--- src/rtl/ddet_pkg.sv ---
// Package for the deadlock detector: sizes, item structs, kind codes and
// the control/status structs passed between the sweep modules.
// No dependencies.
`default_nettype none

package ddet_pkg;

	localparam int NUM_PROCS = 8;
	localparam int NUM_RES   = 4;

	localparam int PROC_W = (NUM_PROCS > 1) ? $clog2(NUM_PROCS) : 1;
	localparam int RES_W  = (NUM_RES > 1) ? $clog2(NUM_RES) : 1;

	localparam int VAL_W  = 8;
	localparam int WORK_W = 16;
	// one lane per resource: {alloc, request}
	localparam int LANE_W = 2 * VAL_W;
	localparam int ROW_W  = NUM_RES * LANE_W;

	localparam logic [1:0] KIND_LOAD_PROC  = 2'd0;
	localparam logic [1:0] KIND_LOAD_AVAIL = 2'd1;
	localparam logic [1:0] KIND_RUN        = 2'd2;

	typedef struct packed {
		logic [1:0] kind;
		logic [5:0] proc_index;
		logic [3:0] res_index;
		logic [7:0] alloc_value;
		logic [7:0] request_value;
		logic [7:0] avail_value;
	} cmd_t;

	typedef struct packed {
		logic [5:0] process_id;
		logic       deadlocked;
		logic       any_deadlock;
		logic       last;
	} rpt_t;

	typedef enum logic [1:0] {
		ST_IDLE,
		ST_SWEEP,
		ST_EMIT
	} state_t;

	typedef struct packed {
		logic              start;
		logic              eval;
		logic [PROC_W-1:0] proc;
		logic              avail_we;
		logic [RES_W-1:0]  avail_res;
		logic [VAL_W-1:0]  avail_val;
	} ctrl_t;

	typedef struct packed {
		logic release_hit;
	} stat_t;

endpackage

`default_nettype wire

--- src/rtl/ddet_ram.sv ---
// Generic single-write, single-read synchronous RAM with lane write enables.
// Registered read data. No dependencies.
`default_nettype none

module ddet_ram #(
	parameter int WIDTH = 64,
	parameter int DEPTH = 8,
	parameter int LANES = 4
) (
	input  wire logic                                    clk,
	input  wire logic                                    we,
	input  wire logic [LANES-1:0]                        wlane,
	input  wire logic [((DEPTH > 1) ? $clog2(DEPTH) : 1)-1:0] waddr,
	input  wire logic [WIDTH-1:0]                        wdata,
	input  wire logic                                    re,
	input  wire logic [((DEPTH > 1) ? $clog2(DEPTH) : 1)-1:0] raddr,
	output logic      [WIDTH-1:0]                        rdata
);

	localparam int LW = WIDTH / LANES;

	logic [WIDTH-1:0] mem [DEPTH];

	always_ff @(posedge clk) begin
		if (we) begin
			for (int l = 0; l < LANES; l++) begin
				if (wlane[l]) begin
					mem[waddr][l*LW +: LW] <= wdata[l*LW +: LW];
				end
			end
		end
	end

	always_ff @(posedge clk) begin
		if (re) begin
			rdata <= mem[raddr];
		end
	end

endmodule

`default_nettype wire

--- src/rtl/ddet_eval.sv ---
// Evaluation stage: available vector, work vector and finished flags.
// Compares a process row against work and releases its allocation.
// Depends on ddet_pkg.
`default_nettype none

module ddet_eval (
	input  wire logic                        clk,
	input  wire logic                        arst_n,
	input  wire ddet_pkg::ctrl_t             ctrl,
	input  wire logic [ddet_pkg::ROW_W-1:0]  row,
	output ddet_pkg::stat_t                  stat,
	output logic [ddet_pkg::NUM_PROCS-1:0]   finished
);

	logic [ddet_pkg::VAL_W-1:0]  avail_q [ddet_pkg::NUM_RES];
	logic [ddet_pkg::WORK_W-1:0] work_q  [ddet_pkg::NUM_RES];
	logic [ddet_pkg::WORK_W-1:0] work_d  [ddet_pkg::NUM_RES];
	logic [ddet_pkg::WORK_W:0]   sum     [ddet_pkg::NUM_RES];
	logic [ddet_pkg::NUM_RES-1:0] fits;
	logic [ddet_pkg::NUM_PROCS-1:0] fin_q;
	logic hit;

	always_comb begin
		for (int r = 0; r < ddet_pkg::NUM_RES; r++) begin
			fits[r] = ddet_pkg::WORK_W'(row[r*ddet_pkg::LANE_W +: ddet_pkg::VAL_W])
				<= work_q[r];
			sum[r] = {1'b0, work_q[r]} + (ddet_pkg::WORK_W + 1)'(
				row[r*ddet_pkg::LANE_W + ddet_pkg::VAL_W +: ddet_pkg::VAL_W]);
			// saturate at the register width
			work_d[r] = sum[r][ddet_pkg::WORK_W] ? '1 : sum[r][ddet_pkg::WORK_W-1:0];
		end
	end

	assign hit = ctrl.eval && !fin_q[ctrl.proc] && (&fits);
	assign stat.release_hit = hit;
	assign finished = fin_q;

	always_ff @(posedge clk) begin
		if (ctrl.avail_we) begin
			avail_q[ctrl.avail_res] <= ctrl.avail_val;
		end
	end

	always_ff @(posedge clk or negedge arst_n) begin
		if (!arst_n) begin
			for (int r = 0; r < ddet_pkg::NUM_RES; r++) begin
				work_q[r] <= '0;
			end
			fin_q <= '0;
		end else if (ctrl.start) begin
			for (int r = 0; r < ddet_pkg::NUM_RES; r++) begin
				work_q[r] <= ddet_pkg::WORK_W'(avail_q[r]);
			end
			fin_q <= '0;
		end else if (hit) begin
			for (int r = 0; r < ddet_pkg::NUM_RES; r++) begin
				work_q[r] <= work_d[r];
			end
			fin_q[ctrl.proc] <= 1'b1;
		end
	end

endmodule

`default_nettype wire

--- src/rtl/deadlock_detector_unit.sv ---
// Deadlock detector top level: command decode, sweep sequencer, result
// register. Depends on ddet_pkg, ddet_ram, ddet_eval.
//
//   channel | direction | payload           | handshake
//   cmd     | in        | ddet_pkg::cmd_t   | cmd_valid / cmd_ready
//   rpt     | out       | ddet_pkg::rpt_t   | rpt_valid / rpt_ready
//
// Load items are accepted back to back while the unit is idle.
// A run item sweeps the processes in passes, ending with a final pass that
// releases nobody: the row memory is read one process per
// cycle, pipelined with the compare/release stage, then NUM_PROCS result
// items leave through the output register.
// cmd_ready is low from the run item until its last result is loaded.
// No clearing pass after reset; a stalled rpt_ready holds the result register.
`default_nettype none

module deadlock_detector_unit (
	input  wire logic           clk,
	input  wire logic           arst_n,
	input  wire logic           cmd_valid,
	output logic                cmd_ready,
	input  wire ddet_pkg::cmd_t cmd,
	output logic                rpt_valid,
	input  wire logic           rpt_ready,
	output ddet_pkg::rpt_t      rpt
);

	localparam int PW = ddet_pkg::PROC_W;
	localparam logic [PW-1:0] LAST_PROC = PW'(ddet_pkg::NUM_PROCS - 1);

	ddet_pkg::state_t state_q, state_d;
	ddet_pkg::ctrl_t  ctrl;
	ddet_pkg::stat_t  stat;

	logic [PW-1:0] issue_q;
	logic [PW-1:0] proc_s1;
	logic          valid_s1;
	logic          progress_q;
	logic [PW-1:0] emit_q;
	logic          rpt_valid_q;
	ddet_pkg::rpt_t rpt_q;

	logic [ddet_pkg::ROW_W-1:0]     row;
	logic [ddet_pkg::NUM_PROCS-1:0] finished;
	logic accept, is_run, proc_ok, res_ok, mem_we;
	logic last_s1, stop, slot_free, emit_last, emit_load;
	logic [ddet_pkg::NUM_RES-1:0] wlane;

	assign accept  = cmd_valid && cmd_ready;
	assign is_run  = cmd.kind == ddet_pkg::KIND_RUN;
	assign proc_ok = {1'b0, cmd.proc_index} < 7'(ddet_pkg::NUM_PROCS);
	assign res_ok  = {1'b0, cmd.res_index} < 5'(ddet_pkg::NUM_RES);
	assign mem_we  = accept && cmd.kind == ddet_pkg::KIND_LOAD_PROC && proc_ok && res_ok;
	assign wlane   = ddet_pkg::NUM_RES'(1) << cmd.res_index[ddet_pkg::RES_W-1:0];

	assign last_s1   = valid_s1 && proc_s1 == LAST_PROC;
	// a full pass that released nobody ends the run
	assign stop      = last_s1 && !(progress_q || stat.release_hit);
	assign slot_free = !rpt_valid_q || rpt_ready;
	assign emit_last = emit_q == LAST_PROC;
	assign emit_load = state_q == ddet_pkg::ST_EMIT && slot_free;

	always_comb begin
		ctrl.start     = accept && is_run;
		ctrl.eval      = valid_s1;
		ctrl.proc      = proc_s1;
		ctrl.avail_we  = accept && cmd.kind == ddet_pkg::KIND_LOAD_AVAIL && res_ok;
		ctrl.avail_res = cmd.res_index[ddet_pkg::RES_W-1:0];
		ctrl.avail_val = cmd.avail_value;
	end

	ddet_ram #(
		.WIDTH(ddet_pkg::ROW_W),
		.DEPTH(ddet_pkg::NUM_PROCS),
		.LANES(ddet_pkg::NUM_RES)
	) u_rows (
		.clk   (clk),
		.we    (mem_we),
		.wlane (wlane),
		.waddr (cmd.proc_index[PW-1:0]),
		.wdata ({ddet_pkg::NUM_RES{cmd.alloc_value, cmd.request_value}}),
		.re    (state_q == ddet_pkg::ST_SWEEP),
		.raddr (issue_q),
		.rdata (row)
	);

	ddet_eval u_eval (
		.clk      (clk),
		.arst_n   (arst_n),
		.ctrl     (ctrl),
		.row      (row),
		.stat     (stat),
		.finished (finished)
	);

	always_comb begin
		state_d   = state_q;
		cmd_ready = 1'b0;
		unique case (state_q)
			ddet_pkg::ST_IDLE: begin
				cmd_ready = 1'b1;
				if (accept && is_run) begin
					state_d = ddet_pkg::ST_SWEEP;
				end
			end
			ddet_pkg::ST_SWEEP: begin
				if (stop) begin
					state_d = ddet_pkg::ST_EMIT;
				end
			end
			ddet_pkg::ST_EMIT: begin
				if (slot_free && emit_last) begin
					state_d = ddet_pkg::ST_IDLE;
				end
			end
			default: begin
				state_d = ddet_pkg::ST_IDLE;
			end
		endcase
	end

	always_ff @(posedge clk or negedge arst_n) begin
		if (!arst_n) begin
			state_q     <= ddet_pkg::ST_IDLE;
			issue_q     <= '0;
			proc_s1     <= '0;
			valid_s1    <= 1'b0;
			progress_q  <= 1'b0;
			emit_q      <= '0;
			rpt_valid_q <= 1'b0;
		end else begin
			state_q  <= state_d;
			valid_s1 <= state_q == ddet_pkg::ST_SWEEP && !stop;
			proc_s1  <= issue_q;
			if (ctrl.start) begin
				issue_q    <= '0;
				progress_q <= 1'b0;
				emit_q     <= '0;
			end else begin
				if (state_q == ddet_pkg::ST_SWEEP) begin
					issue_q <= (issue_q == LAST_PROC) ? '0 : issue_q + 1'b1;
				end
				if (last_s1) begin
					progress_q <= 1'b0;
				end else if (stat.release_hit) begin
					progress_q <= 1'b1;
				end
				if (emit_load) begin
					emit_q <= emit_q + 1'b1;
				end
			end
			if (slot_free) begin
				rpt_valid_q <= state_q == ddet_pkg::ST_EMIT;
			end
		end
	end

	always_ff @(posedge clk) begin
		if (emit_load) begin
			rpt_q.process_id   <= 6'(emit_q);
			rpt_q.deadlocked   <= !finished[emit_q];
			rpt_q.any_deadlock <= emit_last && !(&finished);
			rpt_q.last         <= emit_last;
		end
	end

	assign rpt_valid = rpt_valid_q;
	assign rpt       = rpt_q;

endmodule

`default_nettype wire

--- config.mk ---
export PLATFORM = sky130hd
export DESIGN_NAME = deadlock_detector_unit
export DESIGN_NICKNAME = d
export VERILOG_FILES = /design/src/rtl/ddet_pkg.sv /design/src/rtl/ddet_ram.sv /design/src/rtl/ddet_eval.sv /design/src/rtl/deadlock_detector_unit.sv
export SDC_FILE = /design/constraint.sdc
export NUM_CORES = 1
export LEC_CHECK = 0
export BUFFER_PORTS_ARGS = -buffer_cell sky130_fd_sc_hd__buf_4
export CELL_PAD_IN_SITES_DETAIL_PLACEMENT = 0
export CELL_PAD_IN_SITES_GLOBAL_PLACEMENT = 1
export CORE_MARGIN = 2
export CORE_UTILIZATION = 55
export DETAILED_ROUTE_END_ITERATION = 7
export GPL_TIMING_DRIVEN = 0
export PLACE_DENSITY = 0.85
export SLEW_MARGIN = 20
export SYNTH_ARGS = -nofsm -noshare
export SYNTH_HDL_FRONTEND = slang
export SYNTH_SLANG_ARGS = --single-unit
--- constraint.sdc ---
create_clock -name clk -period 3.04 [get_ports clk]
set_clock_uncertainty 0.1 [all_clocks]
set_input_delay 0 -clock clk [delete_from_list [all_inputs] [get_ports clk]]
set_output_delay 0 -clock clk [all_outputs]
set_load 0.005 [all_outputs]
# Word-level counts from Yosys, hierarchy flattened
# Memory sizes are Yosys's and may differ from the RTL's. A register that Yosys moved wholly into a read port is not among the register bits.
# Cells that the tools add are included.
classes:
  n_addsub: 6
  n_lt_le_gt_ge: 9
  n_eq_ne: 10
  shift: 1
  muxes: 41
  bitwise: 1
  n_reduce_logical: 33
op_table:
  columns: ["cell", "n"]
  rows:
  - ["64-bit two-way mux", 2]
  - ["16-bit by 8-bit adder with 17-bit output", 4]
  - ["8-bit by 16-bit <= comparator with 1-bit output", 4]
  - ["16-bit two-way mux", 4]
  - ["1-bit two-way mux", 21]
  - ["1-bit logical AND", 16]
  - ["8-bit two-way mux", 2]
  - ["3-bit two-way mux", 5]
  - ["3-bit == test, second input constant", 3]
  - ["3-bit by 4-bit less-than comparator with 1-bit output, second input constant", 2]
  - ["8-bit OR", 1]
  - ["8-bit AND reduction", 1]
  - ["3-bit by 1-bit adder with 3-bit output, second input constant", 2]
  - ["1-bit binary-select mux with 3-bit select", 2]
  - ["1-bit logical NOT", 6]
  - ["6-bit by 4-bit less-than comparator with 1-bit output, second input constant", 1]
  - ["2-bit two-way mux", 3]
  - ["2-bit case mux with 3 select lines", 1]
  - ["2-bit nonzero test", 3]
  - ["2-bit by 1-bit == test with 1-bit output, second input constant", 2]
  - ["2-bit == test, second input constant", 2]
  - ["2-bit logical NOT", 2]
  - ["4-bit by 3-bit less-than comparator with 1-bit output, second input constant", 1]
  - ["2-bit inequality test, second input constant", 2]
  - ["8 further kinds", 9]
totals:
  regBits: 92
  ram_bits: 544
  input_bits: 40
  output_inout_bits: 11
  elab_cells: 119
  memories: 2
mem_list:
  columns: ["memory", "words", "width", "read_ports", "rd_clocked_by_memory_dff", "wr", "line_no", "rtl"]
  rows:
  - ["u_rows.mem", 8, 64, 1, 1, 1, "ddet_ram.sv:22", "logic [WIDTH-1:0] mem [DEPTH];"]
  - ["u_eval.avail_q", 4, 8, 4, 0, 1, "ddet_eval.sv:15", "logic [ddet_pkg::VAL_W-1:0] avail_q [ddet_pkg::NUM_RES];"]

# Longest topological paths before layout
logic_depth:
  depth_word: 10
  mapped_depth: 12
  mapped_depth_nobuf: 10

# Hierarchy
# A second synthesis with hierarchy kept.
unflattened:
  hier_cells: 1676
  area_unflattened_um2: 29206.8
modules_own_cells:
  columns: ["module", "n_inst", "cells_each", "area_per_inst_um2", "seq_area_each_um2"]
  rows:
  - ["ddet_ram", 1, 847, 21324.2, 17296.6]
  - ["ddet_eval", 1, 751, 6937.9, 2762.6]
  - ["deadlock_detector_unit", 1, 78, 944.7, 530.5]

# Worst setup path before layout
# OpenSTA, ideal clock, no wires.
synth_path:
  path_type: "register -> register"
  start: "register state_q[0]"
  end: "memory u_rows.mem[3][48], enable pin"
  setup_time_ps: 388
  arrival_ps: 2053
  setup_slack_ps: 499
  path_stages_with_launch: 7
  path_buffers: 0
  synth_period_minus_slack_ps: 2541
  cell_sequence: "dfrtp_1 > nor2_1 > nand2_1 > nor4_1 > and2_0 > nand3_1 > nor2_1"
synth_via:
  elab_chain_len: 8
synth_rtl:
  columns: ["item", "line_no", "rtl"]
  rows:
  - ["from (decl)", "deadlock_detector_unit.sv:31", "ddet_pkg::state_t state_q, state_d;"]
  - ["from (signal assigned)", "deadlock_detector_unit.sv:124", "state_q <= ddet_pkg::ST_IDLE;"]
  - ["from (signal assigned)", "deadlock_detector_unit.sv:132", "state_q <= state_d;"]
  - ["2-bit logical NOT", "deadlock_detector_unit.sv:99", "unique case (state_q)"]
  - ["1-bit two-way mux", "deadlock_detector_unit.sv:99", null]
  - ["via cmd_ready", "deadlock_detector_unit.sv:21", "output logic cmd_ready,"]
  - ["1-bit logical AND", "deadlock_detector_unit.sv:49", "assign accept = cmd_valid && cmd_ready;"]
  - ["1-bit logical AND (3 in a row)", "deadlock_detector_unit.sv:53", "assign mem_we = accept && cmd.kind == ddet_pkg::KIND_LOAD_PROC && proc_ok && res_ok;"]
  - ["1-bit two-way mux", "ddet_ram.sv:25", "if (we) begin"]
  - ["1-bit two-way mux (implied by the code)", "ddet_ram.sv:28", "mem[waddr][l*LW +: LW] <= wdata[l*LW +: LW];"]
  - ["to (decl)", "ddet_ram.sv:22", null]
# The timed path passes the listed nets, and every way through them passes these cells.

==> impl_results.md <==
- Status: completed
- Hold wc startpoint: cmd[5]
- Die area: 0.05463 sq mm
- TritonCTS clock tree: yes
- CP top delay family: buffers and inverters
- FFs w/ async S/R, synth: 12.29%
- Largest family of logic cells by synthesized area: multiplexers
- DR pass1 iterations: 5
- Clk pin slew, worst setup/hold paths: 60 ps
- Final nets: 1957
- Diodes inserted: 0
- Synth top cells by count: edfxtp_1 (614), mux4_2 (130), nor2_1 (115)
- Mapped Cells: approximately 1700
- DRC violations left: 0
- Per-cell routed wire length: 26.86 um
- MaxCap Viol Count: 0
- Worst Setup End Kind: flop
- CTS Sinks: 700
- Yosys warning count: 0
- GRT Overall Usage: 26.00%
- Area grow syn2layout: 16.01%
- Max IR drop VDD: 0.0008007 V
- Fmax: 335.4 MHz
- Worst path required time: about 3300 ps
- Initial antenna violation count: 1
- Final worst path period need: ~3000 ps
- Worst-path cell chain: clkbuf_1 > buf_1 > mux4_2 > mux2_2
- Top cell type by total area after synthesis: edfxtp_1
- Post-synth EDFFs: 614
- Count leader, synth: edfxtp_1
- Post-route ant nets: 0
- Xor/xnor share of the synthesized area: 0.6336%
- Final-report hold violation count: 0
- Synth cell types: between 60 and 70
- Final Instance Area: 0.03367 sq mm
- Synth Area per Inst: 17.57 sq um
- # IOs: 51
- Worst min-delay path class: in2reg
- Max-slew violations: 0
- Global route overflow: 0
- Adder-Cell Fraction of Synth Area: between 3 and 4%
- Initial Util: 55.46%
- Synth Cell Area: 0.02903 sq mm
- Routed vias: 16240
- Vias per cell: 6.286
- Number of global-route vias before repair: 16360
- Initial drt markers: 1944
- CP Buf/Inv Count: 2
- Crit Path Max Fanout: 10
- First-pass GRT wire length: 102900 um
- Clock buffer depth: 3
- Setup crit start kind: flop
- Seq/Total Area, Yosys: 70.93%
- Slew @ Worst Pin: 914.7 ps
- Util after Layout: 64.33%
- Placed cell area: 0.03073 sq mm
- Final-report setup violation count: 0
- Core ar.: 0.05234 sq mm
- Layout cell share with drive strength beyond 1: 25.05%
- HPWL after DPL: 44510 um
- Clk root buf: clkbuf_16
- Worst Setup Path Type: reg2reg
- Simple-gate area share of the yosys netlist: 5.914%
- Die height: 233.7 um
- Crit Reg-Reg Startpoint: issue_q[1]$_DFFE_PN0P_
- RSZ-0062 raised after global routing: yes
- Main flop type after synthesis: edfxtp_1
- Largest cells by area after synthesis: edfxtp_1 (64%), mux4_2 (10%), dfrtp_1 (7.4%)
- Total Wirelength: ~70000 um
- CP peak stage delay: 680 ps
- Worst skew pair latency: around 600 ps
- Largest net degree at the start of global routing: 87
- Post-synthesis compound-gate area fraction: 4.535%
- Multiplexer area fraction after synthesis: about an eighth
- Arr. time, crit path: 3210 ps
- Horiz. Die Dim: 233.7 um
- Worst setup path startpoint: issue_q[1]$_DFFE_PN0P_
- Total CTS buffers: 71
- RePlAce Congestion: 0.9176
- Synth top area share: 63.52%
- H-tree levels: 3
- Seq cells post-synth: 700
- Row cnt: between 80 and 90
- Power Density: 996.1 mW/mm^2
- Slew headroom: 39.02%
- Port Buffers: 45
- Filler cells: 3560
- Crit-path slowest cell: clkbuf_1
- Final critical-path share of the clock period: 98.07%
- Static Leak: about 0.012 uW
-- logic make-up after synthesis --
logic type,after synthesis
AOI/OAI and AO/OA,183
xor gates and xnor gates,21
adders and majority gates,72
buffers and inverters,129
DFF,700
muxes,201
other,1
and+or+nand+nor,345
-- report_power, final --
| part | internal [uW] | switching, uW |
|---|---|---|
| clock | 5020 | 3590 |
| combinational | 5350 | 6960 |
| sequential | 11800 | 840 |
-- cell usage in the layout (no fill, tap or decap), drive strengths merged, types with 30 or more instances in the layout --
master	n
a21oi	30
a311oi	31
buf	111
clkbuf	137
dfrtp	86
dlygate4sd3	40
edfxtp	614
ha	68
inv	53
mux2	67
mux4	130
nand2	45
nand3	33
nor2	115
nor3	35
-- registers in the layout, summed over array words and instances (netlist names) --
name / count
emit_q: 3
rpt_valid: 1
progress_q: 1
issue_q: 3
u_eval.finished: 8
rpt: 6
u_rows.rdata: 64
valid_s1: 1
u_rows.mem: 512
u_eval.work_q: 64
proc_s1: 3
u_eval.avail_q: 32
state_q: 2
-- worst reg2reg max path, stage by stage, from the launching register on --
cell	delay, ps
dfrtp_1	530
clkbuf_1	680
buf_1	650
mux4_2	430
mux2_2	330
-- through the flow --
step,hold slack [ps],total power (uW),worst slack [ps],TNS (ps),instances
final,62.15,33540,58.53,0,2584
after global routing,65.56,35130,-30.35,-148.5,2584
after CTS,39.45,33400,21.39,0,2585
after detailed placement,38.74,24640,-551.9,-115600,2416
after global placement,129.9,24350,-897.0,-381540,2387
after floorplan,-395.6,21000,498.7,0,1654
-- layer usage --
layer	global-route usage, %	up-vias	share of wire, %
li1	-	7012	-
met3	4.998	97	8.6
met4	6.982	0	1.9
met2	42.25	813	49
met1	36.54	8322	41
met5	0	-	0
-- final cells by class --
type | count | area (sq um) | share of cell area (%)
sequential | 700 | 20590 | 61.15
inverter | 51 | 193.9 | 0.5760
timing repair buffer | 119 | 1206 | 3.582
clock buffer | 92 | 1982 | 5.886
tap | 688 | 860.8 | 2.556
multi-input combinational | 825 | 8134 | 24.16
buffer | 77 | 401.6 | 1.193
clock inverter | 32 | 302.8 | 0.8992
-- repair_timing --
| action | 4_1_cts | 5_1_grt |
|---|---|---|
| hold buffers | 40 | 0 |
| pin swaps | 4 | 3 |
| setup buffers | 5 | 0 |
| gates resized for setup | 19 | 49 |
| endpoints found under the hold margin | 697 | 0 |
| endpoints found under the setup margin | 544 | 315 |
-- final timing paths --
path / to / slack (ps) / cells after the start
worst max register to register: u_rows.rdata[29]$_DFFE_PP_ / 60 / 4
max in group asynchronous: u_eval.work_q[29]$_DFFE_PN0P_ / 1740 / 3
worst min register to register: proc_s1[0]$_DFF_PN0_ / 330 / 0
worst min-delay path: u_eval.avail_q[1][5]$_DFFE_PP_ / 60 / 2
min in group asynchronous: emit_q[2]$_DFFE_PN0P_ / 460 / 3
worst max-delay path: u_rows.rdata[29]$_DFFE_PP_ / 60 / 4
(Power assumes the default switching activity.)
